**src/hw/rtl/pbfd_pkg.sv**
```systemverilog
// Shared types and constants for the preset bus frame decoder.
// No dependencies; used by the decoder, the top level and the checker.
`default_nettype none

package pbfd_pkg;

  // bus event kinds carried in in_tuser
  typedef enum logic [2:0] {
    MODE_DATA       = 3'd0,
    MODE_START      = 3'd1,
    MODE_STOP       = 3'd2,
    MODE_OVERFLOW   = 3'd3,
    MODE_JOB_DONE   = 3'd4,
    MODE_REPLY_SENT = 3'd5
  } mode_t;

  // result kinds carried in out_tuser
  typedef enum logic [1:0] {
    KIND_NONE = 2'd0,
    KIND_CMD  = 2'd1,
    KIND_DROP = 2'd2
  } kind_t;

  // decoded command codes
  typedef enum logic [3:0] {
    CMD_RECALL     = 4'd0,
    CMD_SAVE       = 4'd1,
    CMD_POLL       = 4'd2,
    CMD_REMOTE_ON  = 4'd3,
    CMD_REMOTE_OFF = 4'd4,
    CMD_QUERY      = 4'd5,
    CMD_ENUM       = 4'd6,
    CMD_BACKUP     = 4'd7,
    CMD_RESTORE    = 4'd8,
    CMD_MIDI       = 4'd9,
    CMD_CLOCK      = 4'd10,
    CMD_UNKNOWN    = 4'd11
  } cmd_t;

  // configuration register indexes
  typedef enum logic [0:0] {
    CFG_MODULE_ADDRESS = 1'b0,
    CFG_REMOTE_DEFAULT = 1'b1
  } cfg_idx_t;

  // long framing marker and subcommands
  localparam logic [7:0] LONG_MARK      = 8'h22;
  localparam logic [7:0] SUB_RECALL     = 8'h01;
  localparam logic [7:0] SUB_SAVE       = 8'h02;
  localparam logic [7:0] SUB_BACKUP     = 8'h04;
  localparam logic [7:0] SUB_RESTORE    = 8'h05;
  localparam logic [7:0] SUB_POLL       = 8'h14;
  localparam logic [7:0] SUB_REMOTE_ON  = 8'h16;
  localparam logic [7:0] SUB_REMOTE_OFF = 8'h17;
  localparam logic [7:0] SUB_QUERY      = 8'h1A;
  localparam logic [7:0] SUB_ENUM       = 8'h1B;

  // short framing command bytes
  localparam logic [7:0] SHORT_RECALL     = 8'h00;
  localparam logic [7:0] SHORT_SAVE       = 8'h01;
  localparam logic [7:0] SHORT_REMOTE_ON  = 8'h14;
  localparam logic [7:0] SHORT_REMOTE_OFF = 8'h15;
  localparam logic [7:0] SHORT_BACKUP     = 8'h2D;
  localparam logic [7:0] SHORT_RESTORE    = 8'h2E;
  localparam logic [7:0] STATUS_MASK      = 8'h80;
  localparam logic [7:0] CLOCK_FLOOR      = 8'hF8;

  // frame lengths that matter to decoding
  localparam logic [7:0] LEN_LONG_MIN   = 8'd4;
  localparam logic [7:0] LEN_LONG_CARD  = 8'd8;
  localparam logic [7:0] LEN_SHORT_SLOT = 8'd2;
  localparam logic [7:0] LEN_SHORT_ONE  = 8'd1;
  localparam logic [7:0] LEN_SHORT_CARD = 8'd5;

  // number of leading frame bytes the decoder looks at
  localparam int DEC_BYTES = 8;

  // result payload, command code in the lowest bits
  typedef struct packed {
    logic        reply_owed;
    logic        remote_on;
    logic        job_refused;
    logic        job_start;
    logic        save_strobe;
    logic        recall_strobe;
    logic [15:0] memory_offset;
    logic [7:0]  card_low;
    logic [7:0]  target_module;
    logic [7:0]  argument;
    cmd_t        command_code;
  } res_t;

  localparam int RES_W       = $bits(res_t);
  localparam int OUT_TDATA_W = ((RES_W + 7) / 8) * 8;

  // bit positions inside out_tdata
  localparam int POS_RECALL  = 44;
  localparam int POS_SAVE    = 45;
  localparam int POS_START   = 46;
  localparam int POS_REFUSED = 47;
  localparam int POS_REMOTE  = 48;

  // state changes asked for by a decoded command
  typedef struct packed {
    logic remote_set;
    logic remote_clr;
    logic reply_set;
    logic job_set;
  } eff_t;

endpackage

`default_nettype wire

```
**src/hw/rtl/pbfd_decode.sv**
```systemverilog
// Frame decoder: long and short framings plus command side effects.
// Depends on pbfd_pkg; purely combinational, instantiated by the top level.
`default_nettype none

module pbfd_decode #(
  parameter int SLOT_TOTAL = 64,
  parameter int CNT_W      = 4
) (
  input  wire logic [pbfd_pkg::DEC_BYTES-1:0][7:0] fb,
  input  wire logic [CNT_W-1:0]                    count,
  input  wire logic [7:0]                          module_address,
  input  wire logic                                remote_state,
  input  wire logic                                job_busy,
  output pbfd_pkg::res_t                           dec,
  output pbfd_pkg::eff_t                           eff
);

  localparam logic [8:0] SLOT_LIM = 9'(SLOT_TOTAL);

  logic [7:0]     n8;
  logic           long_ok;
  pbfd_pkg::cmd_t cmd;
  logic [7:0]     arg;
  logic [7:0]     tgt;
  logic [7:0]     card;
  logic [15:0]    mem;
  logic           slot_ok;
  logic           addr_hit;

  assign n8      = 8'(count);
  assign long_ok = (n8 >= pbfd_pkg::LEN_LONG_MIN) && (fb[2] == pbfd_pkg::LONG_MARK) &&
                   (fb[0] == n8 - 8'd1);

  // framing decode
  always_comb begin
    cmd  = pbfd_pkg::CMD_UNKNOWN;
    arg  = '0;
    tgt  = '0;
    card = '0;
    mem  = '0;
    if (long_ok) begin
      tgt = fb[1];
      arg = fb[3];
      case (fb[3])
        pbfd_pkg::SUB_RECALL: begin
          cmd = pbfd_pkg::CMD_RECALL;
          arg = (n8 > pbfd_pkg::LEN_LONG_MIN) ? fb[4] : 8'd0;
        end
        pbfd_pkg::SUB_SAVE: begin
          cmd = pbfd_pkg::CMD_SAVE;
          arg = (n8 > pbfd_pkg::LEN_LONG_MIN) ? fb[4] : 8'd0;
        end
        pbfd_pkg::SUB_POLL: begin
          cmd = pbfd_pkg::CMD_POLL;
          arg = '0;
        end
        pbfd_pkg::SUB_REMOTE_ON: begin
          cmd = pbfd_pkg::CMD_REMOTE_ON;
          arg = '0;
        end
        pbfd_pkg::SUB_REMOTE_OFF: begin
          cmd = pbfd_pkg::CMD_REMOTE_OFF;
          arg = '0;
        end
        pbfd_pkg::SUB_QUERY: begin
          cmd = pbfd_pkg::CMD_QUERY;
          arg = '0;
        end
        pbfd_pkg::SUB_ENUM: begin
          cmd = pbfd_pkg::CMD_ENUM;
          arg = '0;
        end
        pbfd_pkg::SUB_BACKUP, pbfd_pkg::SUB_RESTORE: begin
          // card transfer needs the full eight-byte frame
          if (n8 >= pbfd_pkg::LEN_LONG_CARD) begin
            cmd  = (fb[3] == pbfd_pkg::SUB_BACKUP) ? pbfd_pkg::CMD_BACKUP :
                                                      pbfd_pkg::CMD_RESTORE;
            arg  = '0;
            tgt  = fb[4];
            card = fb[5];
            mem  = {fb[7], fb[6]};
          end
        end
        default: begin
          cmd = pbfd_pkg::CMD_UNKNOWN;
        end
      endcase
    end else begin
      arg = fb[0];
      case (fb[0])
        pbfd_pkg::SHORT_RECALL: begin
          if (n8 == pbfd_pkg::LEN_SHORT_SLOT) begin
            cmd = pbfd_pkg::CMD_RECALL;
            arg = fb[1];
          end
        end
        pbfd_pkg::SHORT_SAVE: begin
          if (n8 == pbfd_pkg::LEN_SHORT_SLOT) begin
            cmd = pbfd_pkg::CMD_SAVE;
            arg = fb[1];
          end
        end
        pbfd_pkg::SHORT_REMOTE_ON: begin
          if (n8 == pbfd_pkg::LEN_SHORT_ONE) begin
            cmd = pbfd_pkg::CMD_REMOTE_ON;
            arg = '0;
          end
        end
        pbfd_pkg::SHORT_REMOTE_OFF: begin
          if (n8 == pbfd_pkg::LEN_SHORT_ONE) begin
            cmd = pbfd_pkg::CMD_REMOTE_OFF;
            arg = '0;
          end
        end
        pbfd_pkg::SHORT_BACKUP, pbfd_pkg::SHORT_RESTORE: begin
          if (n8 == pbfd_pkg::LEN_SHORT_CARD) begin
            cmd  = (fb[0] == pbfd_pkg::SHORT_BACKUP) ? pbfd_pkg::CMD_BACKUP :
                                                        pbfd_pkg::CMD_RESTORE;
            arg  = '0;
            tgt  = fb[1];
            mem  = {fb[3], fb[2]};
            card = fb[4];
          end
        end
        default: begin
          // midi status and realtime bytes
          if ((fb[0] & pbfd_pkg::STATUS_MASK) != 8'd0) begin
            cmd = (fb[0] >= pbfd_pkg::CLOCK_FLOOR) ? pbfd_pkg::CMD_CLOCK :
                                                     pbfd_pkg::CMD_MIDI;
          end
        end
      endcase
    end
  end

  assign slot_ok  = remote_state && ({1'b0, arg} < SLOT_LIM);
  assign addr_hit = (tgt == module_address);

  // side effects of the decoded command
  always_comb begin
    dec               = '0;
    dec.command_code  = cmd;
    dec.argument      = arg;
    dec.target_module = tgt;
    dec.card_low      = card;
    dec.memory_offset = mem;
    eff               = '0;
    case (cmd)
      pbfd_pkg::CMD_REMOTE_ON:  eff.remote_set = 1'b1;
      pbfd_pkg::CMD_REMOTE_OFF: eff.remote_clr = 1'b1;
      pbfd_pkg::CMD_RECALL:     dec.recall_strobe = slot_ok;
      pbfd_pkg::CMD_SAVE:       dec.save_strobe = slot_ok;
      pbfd_pkg::CMD_BACKUP, pbfd_pkg::CMD_RESTORE: begin
        if (addr_hit) begin
          dec.job_refused = job_busy;
          dec.job_start   = !job_busy;
          eff.job_set     = !job_busy;
        end
      end
      pbfd_pkg::CMD_QUERY:      eff.reply_set = addr_hit;
      pbfd_pkg::CMD_ENUM:       eff.reply_set = 1'b1;
      default: begin
      end
    endcase
  end

endmodule

`default_nettype wire

```
**src/hw/rtl/preset_bus_frame_decoder_core.sv**
```systemverilog
// Top level of the preset bus frame decoder: input stage, frame buffer, state, result stage.
// Depends on pbfd_pkg and pbfd_decode.
`default_nettype none

// One bus event per cycle is taken unless out_tready stalls the result stage.
// An accepted request is handled straight from the input register, against
// the frame buffer and state, once the output register is free, and its
// single result is loaded into the output register at the end of that cycle,
// raising out_tvalid. Fully pipelined, with stalls on out_tready passing
// straight back to in_tready. Every event gives exactly one result, most of
// kind nothing.
// remote_state takes the remote_default register value while rst_n is low;
// hold reset until remote_state has taken the cleared remote_default value.
// Both ready outputs stay low while rst_n is low. Configuration writes are
// taken every cycle out of reset and should be made while idle.
module preset_bus_frame_decoder_core #(
  parameter int FRAME_BYTES = 12,
  parameter int SLOT_TOTAL  = 64
) (
  input  wire logic                             clk,
  input  wire logic                             rst_n,
  // input channel
  input  wire logic                             in_tvalid,
  output logic                                  in_tready,
  input  wire logic [7:0]                       in_tdata,  // [7:0] data_byte
  input  wire logic [2:0]                       in_tuser,  // [2:0] mode
  // result channel
  output logic                                  out_tvalid,
  input  wire logic                             out_tready,
  // [3:0] command_code, [11:4] argument, [19:12] target_module, [27:20] card_low,
  // [43:28] memory_offset, [44] recall_strobe, [45] save_strobe, [46] job_start,
  // [47] job_refused, [48] remote_on, [49] reply_owed, rest zero
  output logic [pbfd_pkg::OUT_TDATA_W-1:0]      out_tdata,
  output logic [1:0]                            out_tuser, // [1:0] result_kind
  // configuration write channel
  input  wire logic                             cfg_valid,
  output logic                                  cfg_ready,
  input  wire logic [0:0]                       cfg_index,
  input  wire logic [7:0]                       cfg_data
);

  localparam int CNT_W = $clog2(FRAME_BYTES + 1);
  localparam int IDX_W = $clog2(FRAME_BYTES);
  localparam logic [CNT_W-1:0] FULL = CNT_W'(FRAME_BYTES);

  // configuration registers
  logic [7:0] module_address_r;
  logic       remote_default_r;

  // input stage
  logic       in_valid_r;
  logic [2:0] mode_r;
  logic [7:0] byte_r;
  logic       advance;

  // frame and command state
  logic [7:0]       frame_bytes_r [FRAME_BYTES];
  logic [CNT_W-1:0] frame_count_r, frame_count_nxt;
  logic             frame_open_r, frame_open_nxt;
  logic             frame_bad_r, frame_bad_nxt;
  logic             remote_state_r, remote_state_nxt;
  logic             reply_flag_r, reply_flag_nxt;
  logic             job_busy_r, job_busy_nxt;
  logic             byte_we;

  // result stage
  logic                   out_valid_r;
  pbfd_pkg::kind_t        out_kind_r, kind_nxt;
  pbfd_pkg::res_t         out_res_r, res_nxt;

  logic [pbfd_pkg::DEC_BYTES-1:0][7:0] dec_bytes;
  pbfd_pkg::res_t dec;
  pbfd_pkg::eff_t eff;

  assign cfg_ready = rst_n;

  // configuration writes
  always_ff @(posedge clk) begin
    if (!rst_n) begin
      module_address_r <= '0;
      remote_default_r <= 1'b0;
    end else if (cfg_valid) begin
      case (pbfd_pkg::cfg_idx_t'(cfg_index))
        pbfd_pkg::CFG_MODULE_ADDRESS: module_address_r <= cfg_data;
        pbfd_pkg::CFG_REMOTE_DEFAULT: remote_default_r <= cfg_data[0];
        default: begin
        end
      endcase
    end
  end

  // handshake: result register frees when taken, input register when handled
  assign advance   = in_valid_r && (!out_valid_r || out_tready);
  assign in_tready = rst_n && (!in_valid_r || advance);

  always_ff @(posedge clk) begin
    if (!rst_n) begin
      in_valid_r <= 1'b0;
    end else if (in_tready) begin
      in_valid_r <= in_tvalid;
    end
  end

  always_ff @(posedge clk) begin
    if (in_tready && in_tvalid) begin
      mode_r <= in_tuser;
      byte_r <= in_tdata;
    end
  end

  // leading frame bytes seen by the decoder
  always_comb begin
    for (int i = 0; i < pbfd_pkg::DEC_BYTES; i++) begin
      dec_bytes[i] = frame_bytes_r[i];
    end
  end

  pbfd_decode #(
    .SLOT_TOTAL (SLOT_TOTAL),
    .CNT_W      (CNT_W)
  ) u_decode (
    .fb             (dec_bytes),
    .count          (frame_count_r),
    .module_address (module_address_r),
    .remote_state   (remote_state_r),
    .job_busy       (job_busy_r),
    .dec            (dec),
    .eff            (eff)
  );

  // event handling
  always_comb begin
    frame_count_nxt  = frame_count_r;
    frame_open_nxt   = frame_open_r;
    frame_bad_nxt    = frame_bad_r;
    remote_state_nxt = remote_state_r;
    reply_flag_nxt   = reply_flag_r;
    job_busy_nxt     = job_busy_r;
    byte_we          = 1'b0;
    kind_nxt         = pbfd_pkg::KIND_NONE;
    res_nxt          = '0;
    res_nxt.command_code = pbfd_pkg::CMD_RECALL;
    case (mode_r)
      pbfd_pkg::MODE_DATA: begin
        if (frame_open_r) begin
          if (frame_count_r >= FULL) begin
            frame_bad_nxt = 1'b1;
          end else begin
            byte_we         = 1'b1;
            frame_count_nxt = frame_count_r + CNT_W'(1);
          end
        end
      end
      pbfd_pkg::MODE_START: begin
        if (frame_open_r && frame_count_r != '0) begin
          kind_nxt         = pbfd_pkg::KIND_DROP;
          res_nxt.argument = 8'(frame_count_r);
        end
        frame_open_nxt  = 1'b1;
        frame_count_nxt = '0;
        frame_bad_nxt   = 1'b0;
      end
      pbfd_pkg::MODE_STOP: begin
        if (frame_open_r && frame_count_r != '0) begin
          if (!frame_bad_r) begin
            kind_nxt = pbfd_pkg::KIND_CMD;
            res_nxt  = dec;
            if (eff.remote_set) remote_state_nxt = 1'b1;
            if (eff.remote_clr) remote_state_nxt = 1'b0;
            if (eff.reply_set)  reply_flag_nxt   = 1'b1;
            if (eff.job_set)    job_busy_nxt     = 1'b1;
          end else begin
            kind_nxt         = pbfd_pkg::KIND_DROP;
            res_nxt.argument = 8'(frame_count_r);
          end
        end
        frame_open_nxt  = 1'b0;
        frame_count_nxt = '0;
        frame_bad_nxt   = 1'b0;
      end
      pbfd_pkg::MODE_OVERFLOW:   frame_bad_nxt  = 1'b1;
      pbfd_pkg::MODE_JOB_DONE:   job_busy_nxt   = 1'b0;
      pbfd_pkg::MODE_REPLY_SENT: reply_flag_nxt = 1'b0;
      default: begin
      end
    endcase
    res_nxt.remote_on  = remote_state_nxt;
    res_nxt.reply_owed = reply_flag_nxt;
  end

  // frame and command state
  always_ff @(posedge clk) begin
    if (!rst_n) begin
      frame_count_r  <= '0;
      frame_open_r   <= 1'b0;
      frame_bad_r    <= 1'b0;
      remote_state_r <= remote_default_r;
      reply_flag_r   <= 1'b0;
      job_busy_r     <= 1'b0;
    end else if (advance) begin
      frame_count_r  <= frame_count_nxt;
      frame_open_r   <= frame_open_nxt;
      frame_bad_r    <= frame_bad_nxt;
      remote_state_r <= remote_state_nxt;
      reply_flag_r   <= reply_flag_nxt;
      job_busy_r     <= job_busy_nxt;
    end
  end

  // frame buffer, written at the fill position
  always_ff @(posedge clk) begin
    if (advance && byte_we) begin
      frame_bytes_r[frame_count_r[IDX_W-1:0]] <= byte_r;
    end
  end

  // result register
  always_ff @(posedge clk) begin
    if (!rst_n) begin
      out_valid_r <= 1'b0;
    end else if (advance) begin
      out_valid_r <= 1'b1;
    end else if (out_tready) begin
      out_valid_r <= 1'b0;
    end
  end

  always_ff @(posedge clk) begin
    if (advance) begin
      out_kind_r <= kind_nxt;
      out_res_r  <= res_nxt;
    end
  end

  assign out_tvalid = out_valid_r;
  assign out_tuser  = out_kind_r;
  assign out_tdata  = pbfd_pkg::OUT_TDATA_W'(out_res_r);

endmodule

`default_nettype wire

```
**config.mk**
```make
export PLATFORM = sky130hd
export DESIGN_NAME = preset_bus_frame_decoder_core
export DESIGN_NICKNAME = d
export VERILOG_FILES = /design/src/hw/rtl/pbfd_pkg.sv /design/src/hw/rtl/pbfd_decode.sv /design/src/hw/rtl/preset_bus_frame_decoder_core.sv
export SDC_FILE = /design/constraint.sdc
export NUM_CORES = 1
export LEC_CHECK = 0
export BUFFER_PORTS_ARGS = -buffer_cell sky130_fd_sc_hd__buf_4
export CAP_MARGIN = 40
export CELL_PAD_IN_SITES_DETAIL_PLACEMENT = 2
export CELL_PAD_IN_SITES_GLOBAL_PLACEMENT = 2
export CORE_ASPECT_RATIO = 1.25
export CORE_MARGIN = 2
export CORE_UTILIZATION = 39
export DETAILED_ROUTE_END_ITERATION = 7
export HOLD_SLACK_MARGIN = 0.03
export PLACE_DENSITY_LB_ADDON = 0.1
export RECOVER_POWER = 100
export SETUP_SLACK_MARGIN = 0.1
export SLEW_MARGIN = 25
export SYNTH_ARGS = -nofsm -noshare
export SYNTH_HDL_FRONTEND = slang
export SYNTH_SLANG_ARGS = --single-unit
```
**constraint.sdc**
```tcl
create_clock -name clk -period 4.1 [get_ports clk]
set_clock_uncertainty 0.15 [all_clocks]
set_input_delay 0.41 -clock clk [delete_from_list [all_inputs] [get_ports clk]]
set_output_delay 0.41 -clock clk [all_outputs]
set_load 0.01 [all_outputs]
```
; ---- After elaboration in Yosys (flattened, before gate mapping)
; Memories as Yosys holds them, arrays and structs flattened.
; Index checks and enable logic that the tools add are counted.
[op_classes]
addsub = 2
n_lt_le_gt_ge = 6
eq_ne = 39
n_mux = 79
bitwise = 7
n_reduce_logical = 40
[op_table]
columns = operator, count
row1 = two-way mux 8 bit, 17
row2 = two-way mux 16 bit, 5
row3 = == test 8 x 5 -> 1 bit (second input constant), 7
row4 = two-way mux 4 bit, 14
row5 = one-hot mux 8 bit (3 select lines), 2
row6 = one-hot mux 4 bit (8 select lines), 1
row7 = two-way mux 1 bit, 26
row8 = == test 8 x 6 -> 1 bit (second input constant), 3
row9 = == test 4 x 3 -> 1 bit (second input constant), 5
row10 = one-hot mux 4 bit (5 select lines), 1
row11 = == test 8 x 1 -> 1 bit (second input constant), 2
row12 = == test 8 x 3 -> 1 bit (second input constant), 2
row13 = == test 8 bit, 2
row14 = one-hot mux 8 bit (2 select lines), 1
row15 = OR reduction 2 bit, 7
row16 = two-way mux 12 bit, 1
row17 = != test 2 bit (second input constant), 6
row18 = OR reduction 5 bit, 2
row19 = == test 4 x 1 -> 1 bit (second input constant), 2
row20 = == test 4 x 2 -> 1 bit (second input constant), 2
row21 = == test 8 x 2 -> 1 bit (second input constant), 1
row22 = greater-or-equal comparator 4 bit (second input constant), 2
row23 = greater-or-equal comparator 8 bit (second input constant), 1
row24 = logical AND 1 bit, 8
row25 = other kinds (29), 53
[word_totals]
ff_bits = 83
ram_bits = 96
input_bits = 25
output_inout_bits = 61
word_cells = 198
n_memories = 1
[memory_table]
columns = memory, words, width, read_ports, rd_ports_with_merged_regs, write_ports, line_no
row1 = frame_bytes_r, 12, 8, 8, 0, 1, preset_bus_frame_decoder_core.sv:57  ; logic [7:0] frame_bytes_r [FRAME_BYTES];

; ---- Depth between registers and ports, before layout
; Gate-level depths: netlist (run 1).
; An unclocked memory read counts as a cell.
[logic_depth]
word_depth = 15
mapped_depth = 13
mapped_depth_nobuf = 11

; ---- By module
; A second synthesis (run 1) with hierarchy kept.
[hier_totals]
cells_unflattened = 547
hier_area_um2 = 7000.5
[by_module_without_submodules]
columns = module, n_inst, cells_per_inst, area_per_inst_um2, seq_area_each_um2
row1 = preset_bus_frame_decoder_core, 1, 316, 5355.1, 4224.1
row2 = pbfd_decode, 1, 231, 1645.3, 0.0

; ---- Least setup slack after synthesis (run 1)
; OpenSTA, ideal clock, no wires.
[synth_timing]
path_kind = register to register
startpoint = reg frame_count_r[0]
endpoint = reg remote_state_r (data pin)
setup_time_ns = 0.260
t_arrival_ns = 3.211
t_required_ns = 3.690
slack_ns = 0.479
path_stages_with_launch = 13
n_path_buf = 2
synth_period_minus_slack_ns = 3.621
cell_sequence = dfxtp_1 -> clkbuf_1 -> inv_1 -> ha_1 -> xor2_1 -> a311o_1 -> a2111oi_2 -> clkbuf_1 -> a21oi_1 -> o2bb2ai_1 -> o41a_1 -> a31o_2 -> mux2_2
[synth_via]
elab_chain_len = 13
word_cells_on_any_way = 31
cone_classes = add/sub (1) / order compare (2) / eq/ne (6) / mux (18) / reduce/logical (4)
[synth_rtl]
columns = item, line_no
row1 = start: declaration, preset_bus_frame_decoder_core.sv:58  ; logic [CNT_W-1:0] frame_count_r, frame_count_nxt;
row2 = start signal: assignment, preset_bus_frame_decoder_core.sv:201  ; frame_count_r <= frame_count_nxt;
row3 = "greater-or-equal comparator 4 bit, or another cell as far along", pbfd_decode.sv:75  ; if (n8 >= pbfd_pkg::LEN_LONG_CARD) begin
row4 = "two-way mux 4 bit, or another cell as far along", pbfd_decode.sv:75
row5 = "one-hot mux 4 bit (8 select lines), or another cell as far along", pbfd_decode.sv:44  ; case (fb[3])
row6 = two-way mux 4 bit, pbfd_decode.sv:41  ; if (long_ok) begin
row7 = == test 4 x 2 -> 1 bit, pbfd_decode.sv:148  ; case (cmd)
row8 = two-way mux 1 bit, pbfd_decode.sv:148
row9 = two-way mux 1 bit, preset_bus_frame_decoder_core.sv:168  ; if (eff.remote_set) remote_state_nxt = 1'b1;
row10 = two-way mux 1 bit, preset_bus_frame_decoder_core.sv:169  ; if (eff.remote_clr) remote_state_nxt = 1'b0;
row11 = two-way mux 1 bit, preset_bus_frame_decoder_core.sv:165  ; if (!frame_bad_r) begin
row12 = two-way mux 1 bit *, preset_bus_frame_decoder_core.sv:164  ; if (frame_open_r && frame_count_r != '0) begin
row13 = two-way mux 1 bit *, preset_bus_frame_decoder_core.sv:143  ; case (mode_r)
row14 = via remote_state_nxt, preset_bus_frame_decoder_core.sv:61  ; logic remote_state_r, remote_state_nxt;
row15 = two-way mux 1 bit *, preset_bus_frame_decoder_core.sv:200  ; end else if (advance) begin
row16 = two-way mux 1 bit *, preset_bus_frame_decoder_core.sv:193  ; if (!rst_n) begin
row17 = end signal: assignment, preset_bus_frame_decoder_core.sv:197  ; remote_state_r <= remote_default_r;
row18 = end signal: assignment, preset_bus_frame_decoder_core.sv:204  ; remote_state_r <= remote_state_nxt;
row19 = end: declaration, preset_bus_frame_decoder_core.sv:61
; The timed path passes the listed nets; every way through them passes the cells marked *. The select of a mux whose other input is x is not followed.
; A chain may end at the register's enable or synchronous reset.

==> results_dict.tcl, run 1 <==
set metrics [dict create \
    slowest_delay_ps 600 \
    cts_root_buffer "clkbuf_16" \
    min_path_cells 3 \
    rsz0062_at_grt "false" \
    synth.ff_latch_count 147 \
    clock_path_buffers 2 \
    yosys-top-cells-area "edfxtp_1 57%, dfxtp_1 5.6%, a22oi_1 3.8%" \
    r2r-start "frame_bytes_r[3][4]" \
    netSwitchingPower_w 0.000778 \
    wirelength_mm 21.5 \
    critPathKind "reg2reg" \
    num-nets-final 685 \
    synth_top_area_share_pct 57.0 \
    pin_count 86 \
    synth_top_area_cell "edfxtp_1" \
    r2r_cells 9 \
    synthSimpleGateAreaFrac_pct 15.2 \
    hpwl_mm 15.5 \
    leakage_nw 2.57 \
    drt_iter0_markers 347 \
    setup_tns_ps 0 \
    hold_ws_ps 91.2 \
    synth_compound_area_share_pct 13.9 \
    die_area_um2 18400 \
    max_cap_viol_count 0 \
    status "finished clean" \
    ys_types 63 \
    grt_overflow 0 \
    ant_nets 0 \
    worst_r2r_endpoint "out_tdata[46]" \
    yosysMostFrequentCell "edfxtp_1" \
    grt_pass1_wl_mm 32.7 \
    place_congestion 0.888 \
    port_buffers 79 \
    crit_fanout 13 \
    fin_crit_ps 3800 \
    drc_errors 0 \
    cts_htree_levels 4 \
    async_flop_share_pct 0 \
    initial_utilization_pct 39.9 \
    via_count 5129 \
    clkLatencyLatePin_ps 430 \
    synth_xor_area_share_pct 1.56 \
    seq_power_share_pct 50.4 \
    ys_seq_area_share_pct 62.6 \
    antenna_cells 0 \
    critical_path.cell_chain "or3b_1 -> or3_1 -> mux2_4 -> a221o_1 -> a22oi_1 -> nand3_1 -> or4_4 -> a211o_1 -> nor2_1" \
    hold_end "module_address_r[2]" \
    grt_pass1_vias 5543 \
    synth_top_family_by_area "simple AND/OR/NAND/NOR gates" \
    power_density_nw_per_um2 416 \
    combinationalPowerShare_pct 3.7 \
    swShare_pct 23.3 \
    synth_fa_ha_area_share_pct 0.927 \
    synth_common_cells "128 x edfxtp_1, 63 x nor2_1, 34 x a22oi_1" \
    syn_inst 560 \
    hold_viol 0 \
    ys.flop_type "edfxtp_1" \
    syn2layout_area_growth_pct 19.0 \
    antenna_found_initial 0 \
    wl_per_cell_um 24.2 \
    hold_class "in2reg" \
    hp-start "cfg_data[2]" \
    synth_edf_count 128 \
    grtUsageTotal_pct 24.3 \
    rows 53 \
    final_layout_size_suffix_gt1_share_pct 11.4 \
    die_h_um 151 \
    vdd_drop_max_v 0.000293 \
    clock.fmax_ghz 0.263 \
    crit_path_start_kind "flip-flop" \
    p_int_w 0.00256 \
    clkTransAtPathRegs_ps 60 \
    cts_tree "built" \
    worst_slew_pin_slew_ps 1350 \
    cts_buffers 17 \
    layout_worst_path_cycle_share_pct 92.7 \
    clockPowerShare_pct 45.9 \
    r2r_slack_ps 300 \
    critPathLaunch "frame_bytes_r[3][4]" \
    setup-violations-final 0 \
    dr.pass1.iters 6 \
    grt_max_degree 40 \
    arrival_ps 3930 \
    slew_viol_final 0 \
    clock-sinks 147 \
    coreArea_um2 16900 \
    required_ps 4230 \
    yosys_warnings 0 \
    maxSlewHeadroom_pct 10.0 \
    die_w_um 122 \
    synthMuxAreaShare_pct 2.28 \
    syn_area_um2 6750 \
    syn_avg_cell_area_um2 12.0 \
    viasPerCell 5.78 \
    end_kind "flip-flop" \
    slowest_stage "or4_4" \
]
[power groups by stage]
stage / Clock [W] / Combinational [W] / Sequential, W
floorplan: 0 / 0.0000587 / 0.00171
global placement: 0 / 0.000129 / 0.00171
detailed placement: 0 / 0.000135 / 0.00172
CTS: 0.00156 / 0.000144 / 0.00168
global route: 0.00162 / 0.000135 / 0.00169
finish: 0.00153 / 0.000123 / 0.00168
[sequential cells by signal (all words and copies together), names as in the netlist]
| name | flops |
|---|---|
| frame_bytes_r | 64 |
| out_tdata | 50 |
| byte_r | 8 |
| module_address_r | 8 |
| frame_count_r | 4 |
| mode_r | 3 |
| out_tuser | 2 |
| frame_bad_r | 1 |
| frame_open_r | 1 |
| in_valid_r | 1 |
| job_busy_r | 1 |
| out_tvalid | 1 |
| remote_default_r | 1 |
| remote_state_r | 1 |
| reply_flag_r | 1 |
[area by class of cell]
type,instances,area [um2]
inverters,12,45.0
clock inverters,14,139
fillers,1758,8880
well taps,220,275
repair buffers,109,602
flip-flops and latches,147,4230
clock buffers,18,429
multi-input cells,368,2320
[worst max-delay path, delay by kind of cell (launching register included)]
family,cells,cell delay [ps]
simple gates,5,1800
mux,1,400
compound gates,3,740
flops,1,560
[metrics by stage]
step	cells	worst slack (ps)	area (um2)	total power, W	util [%]
6_report	888	301	8030	0.00334	47.5
5_1_grt	888	144	8030	0.00344	47.5
4_1_cts	885	219	8250	0.00339	48.8
3_5_place_dp	842	252	7570	0.00185	44.8
3_3_place_gp	841	464	7560	0.00184	44.7
2_1_floorplan	565	479	6770	0.00177	-
[worst max-delay path by stage]
stage                      to  slack (ps)  cells after the start
5_1_grt         out_tdata[46]         140                     13
2_1_floorplan  remote_state_r         480                     12
3_5_place_dp    out_tdata[46]         250                     12
4_1_cts         out_tdata[46]         220                     12
3_3_place_gp    out_tdata[47]         460                      9
6_report        out_tdata[46]         300                      9
[metal layers]
layer  global-route usage, %  wire length (um)  vias up  part of all wire (%)
met5                       0                 0        -                     0
met4                    8.16               440        0                   2.0
met3                    4.14               695       28                   3.2
met2                    44.4             11700      120                    54
met1                    28.9              8670     2660                    40
li1                        -                 -     2321                     -
[layout by cell type (no fill, tap or decap), drive strengths merged, types with 7 or more instances in the layout]
| cell | instances |
|---|---|
| dfxtp | 19 |
| edfxtp | 128 |
| a221oi | 10 |
| a21oi | 25 |
| nor3 | 14 |
| nand2 | 29 |
| nor2 | 63 |
| nor2b | 13 |
| nand3 | 19 |
| or3 | 9 |
| a22oi | 34 |
| mux2i | 9 |
| buf | 22 |
| and2 | 11 |
| o21ai | 14 |
| inv | 20 |
| dlygate4sd3 | 11 |
| nand4 | 9 |
| and3 | 7 |
| clkbuf | 94 |
[timing repair]
item | 4_1_cts | 5_1_grt
setup buffers | 0 | 0
hold buffers | 11 | 0
resized for setup | 0 | 2
endpoints found under the setup margin | 0 | 4
hold endpoints to repair | 11 | 0
[cells by family (layout without fill, tap and decap cells)]
| kind of cell | count (synthesis) | count (layout) |
|---|---|---|
| and+or+nand+nor | 201 | 201 |
| DFF | 147 | 147 |
| AOI/OAI and AO/OA | 130 | 130 |
| buffers and inverters | 50 | 153 |
| muxes | 14 | 14 |
| xor gates and xnor gates | 12 | 12 |
| adders and majority gates | 5 | 5 |
| other | 1 | 6 |
Note: power is estimated with default switching activity, not from simulation.
==> run 2, diff against run 1 <==
--- a/config.mk
+++ b/config.mk
@@ -11,7 +11,8 @@
 export CELL_PAD_IN_SITES_GLOBAL_PLACEMENT = 2
 export CORE_ASPECT_RATIO = 1.25
 export CORE_MARGIN = 2
-export CORE_UTILIZATION = 39
+export CORE_UTILIZATION = 40
+export CTS_BUF_LIST = sky130_fd_sc_hd__clkbuf_8
 export DETAILED_ROUTE_END_ITERATION = 7
 export HOLD_SLACK_MARGIN = 0.03
 export PLACE_DENSITY_LB_ADDON = 0.1
==> run 2 against run 1 <==
Effect of this change:
- clock-buffer cell count shrank 1
- global-route usage rose by 0.46 points
- sequential cell count did not move
- setup slack worse by 18 ps
- die area down 2.4%
- critical path type unchanged
- clock power fell by 21%
- maximum frequency fell by 0.48%
- non-clock buffer count is the same
- utilization decreased by 0.17 points
- hold slack got worse by 22 ps
- largest power group unchanged
==> results_dict.tcl, run 2 (synthesis results as in run 1) <==
set metrics [dict create \
    status "finished clean" \
    setup-violations-final 0 \
    grtUsageTotal_pct 24.8 \
    grt_overflow 0 \
    setup_tns_ps 0 \
    crit_path_start_kind "flip-flop" \
    critPathLaunch "frame_bytes_r[3][1]" \
    clkTransAtPathRegs_ps 80 \
    hold_class "in2reg" \
    min_path_cells 3 \
    hold_ws_ps 69.6 \
    design_area_um2 7880 \
    post-cts-setup-buffer-count 0 \
    rsz0062_at_grt "false" \
    grt_pass1_wl_mm 32.9 \
    largest_reg_flops 64 \
    final_util_pct 47.3 \
    initial_utilization_pct 40.5 \
    clkLatencyLatePin_ps 460 \
    fin_crit_ps 3820 \
    cts_root_buffer "clkbuf_8" \
    drc_errors 0 \
    place_congestion 0.886 \
    antenna_found_initial 0 \
    slew_viol_final 0 \
    r2r_cells 9 \
    drt_iter0_markers 323 \
    r2r_slack_ps 280 \
    vdd_drop_max_v 0.000233 \
    coreArea_um2 16600 \
    port_buffers 79 \
    clock.fmax_ghz 0.262 \
    syn2layout_area_growth_pct 16.8 \
    clock_path_buffers 2 \
    r2r-start "frame_bytes_r[3][1]" \
    cts_htree_levels 4 \
    cts_tree "built" \
    final_common_cell "edfxtp_1" \
    hold_viol 0 \
    max_cap_viol_count 0 \
    worst_r2r_endpoint "out_tdata[47]" \
    pin_count 86 \
    mostFrequentLayoutCells "128 x edfxtp_1, 63 x nor2_1, 63 x clkbuf_1, 34 x a22oi_1, 29 x nand2_1" \
    wirelength_mm 21.5 \
    power_density_nw_per_um2 383 \
    layout_worst_path_cycle_share_pct 93.1 \
    grt_max_degree 40 \
    arrival_ps 3980 \
    required_ps 4270 \
    die_area_um2 17900 \
    final_layout_size_suffix_gt1_share_pct 11.2 \
    cts_buffers 17 \
    setup_ws_ps 282 \
    grt_pass1_vias 5490 \
    leakage_nw 2.51 \
    maxSlewHeadroom_pct 11.3 \
    dp_slack_ps 230 \
    endpoint "out_tdata[47]" \
    rows 53 \
    wl_per_cell_um 24.2 \
    die_w_um 120 \
    worst_slew_pin_slew_ps 1330 \
    critPathKind "reg2reg" \
    dr.pass1.iters 4 \
    num-nets-final 685 \
    viasPerCell 5.74 \
    antenna_cells 0 \
    die_h_um 149 \
    end_kind "flip-flop" \
    clock-sinks 147 \
    hpwl_mm 15.6 \
    ant_nets 0 \
    placed_cell_area_um2 7580 \
    nFillCells 1731 \
    crit_fanout 13 \
    via_count 5092 \
]
-- run 2: critical path, stage by stage (launching register included) --
cell and delay, ps:
edfxtp_1 540, or3b_1 470, or3_1 570, mux2_1 440, a221o_1 300, a22oi_1 140
nand3_1 100, or4_4 590, a211o_1 260, nor2_1 100
-- run 2: worst min path at each step --
stage	from	endpoint	slack, ps
floorplan	remote_default_r	remote_default_r	290
global placement	remote_default_r	remote_default_r	340
detailed placement	remote_default_r	remote_default_r	360
CTS	cfg_data[2]	module_address_r[2]	50
global route	cfg_data[7]	module_address_r[7]	60
finish	cfg_data[2]	module_address_r[2]	70
-- run 2: area by class of cell --
class	count	area, um2	share of cell area [%]
clock buffers	17	234	2.97
clock inverters	14	179	2.27
inverters	12	45.0	0.572
multi-input cells	368	2310	29.3
flip-flops and latches	147	4230	53.6
well taps	220	275	3.49
repair buffers	109	609	7.74
-- run 2: what timing repair did --
item | CTS | global route
hold buffers | 12 | 0
setup endpoints to repair | 0 | 5
hold endpoints to repair | 12 | 0
gates resized for setup | 0 | 2
-- run 2: where the power goes --
| group | switching (W) | total (W) | internal [W] |
|---|---|---|---|
| combinational | 0.0000704 | 0.000123 | 0.0000523 |
| clock | 0.000601 | 0.00121 | 0.000610 |
| sequential | 0.0000291 | 0.00168 | 0.00165 |
| total | 0.000701 | 0.00302 | 0.00232 |
-- run 2: per-layer routing --
metal	vias up	global-route usage [%]	routed length, um
li1	2311	-	-
met1	2587	29.4	8540
met2	153	43.9	11500
met3	41	5.12	913
met4	0	9.71	558
met5	-	0	0
-- run 2: stage by stage --
step | total power, W | std cells
detailed placement | 0.00185 | 843
CTS | 0.00306 | 886
global placement | 0.00184 | 841
finish | 0.00302 | 887
floorplan | 0.00177 | 565
global route | 0.00312 | 887
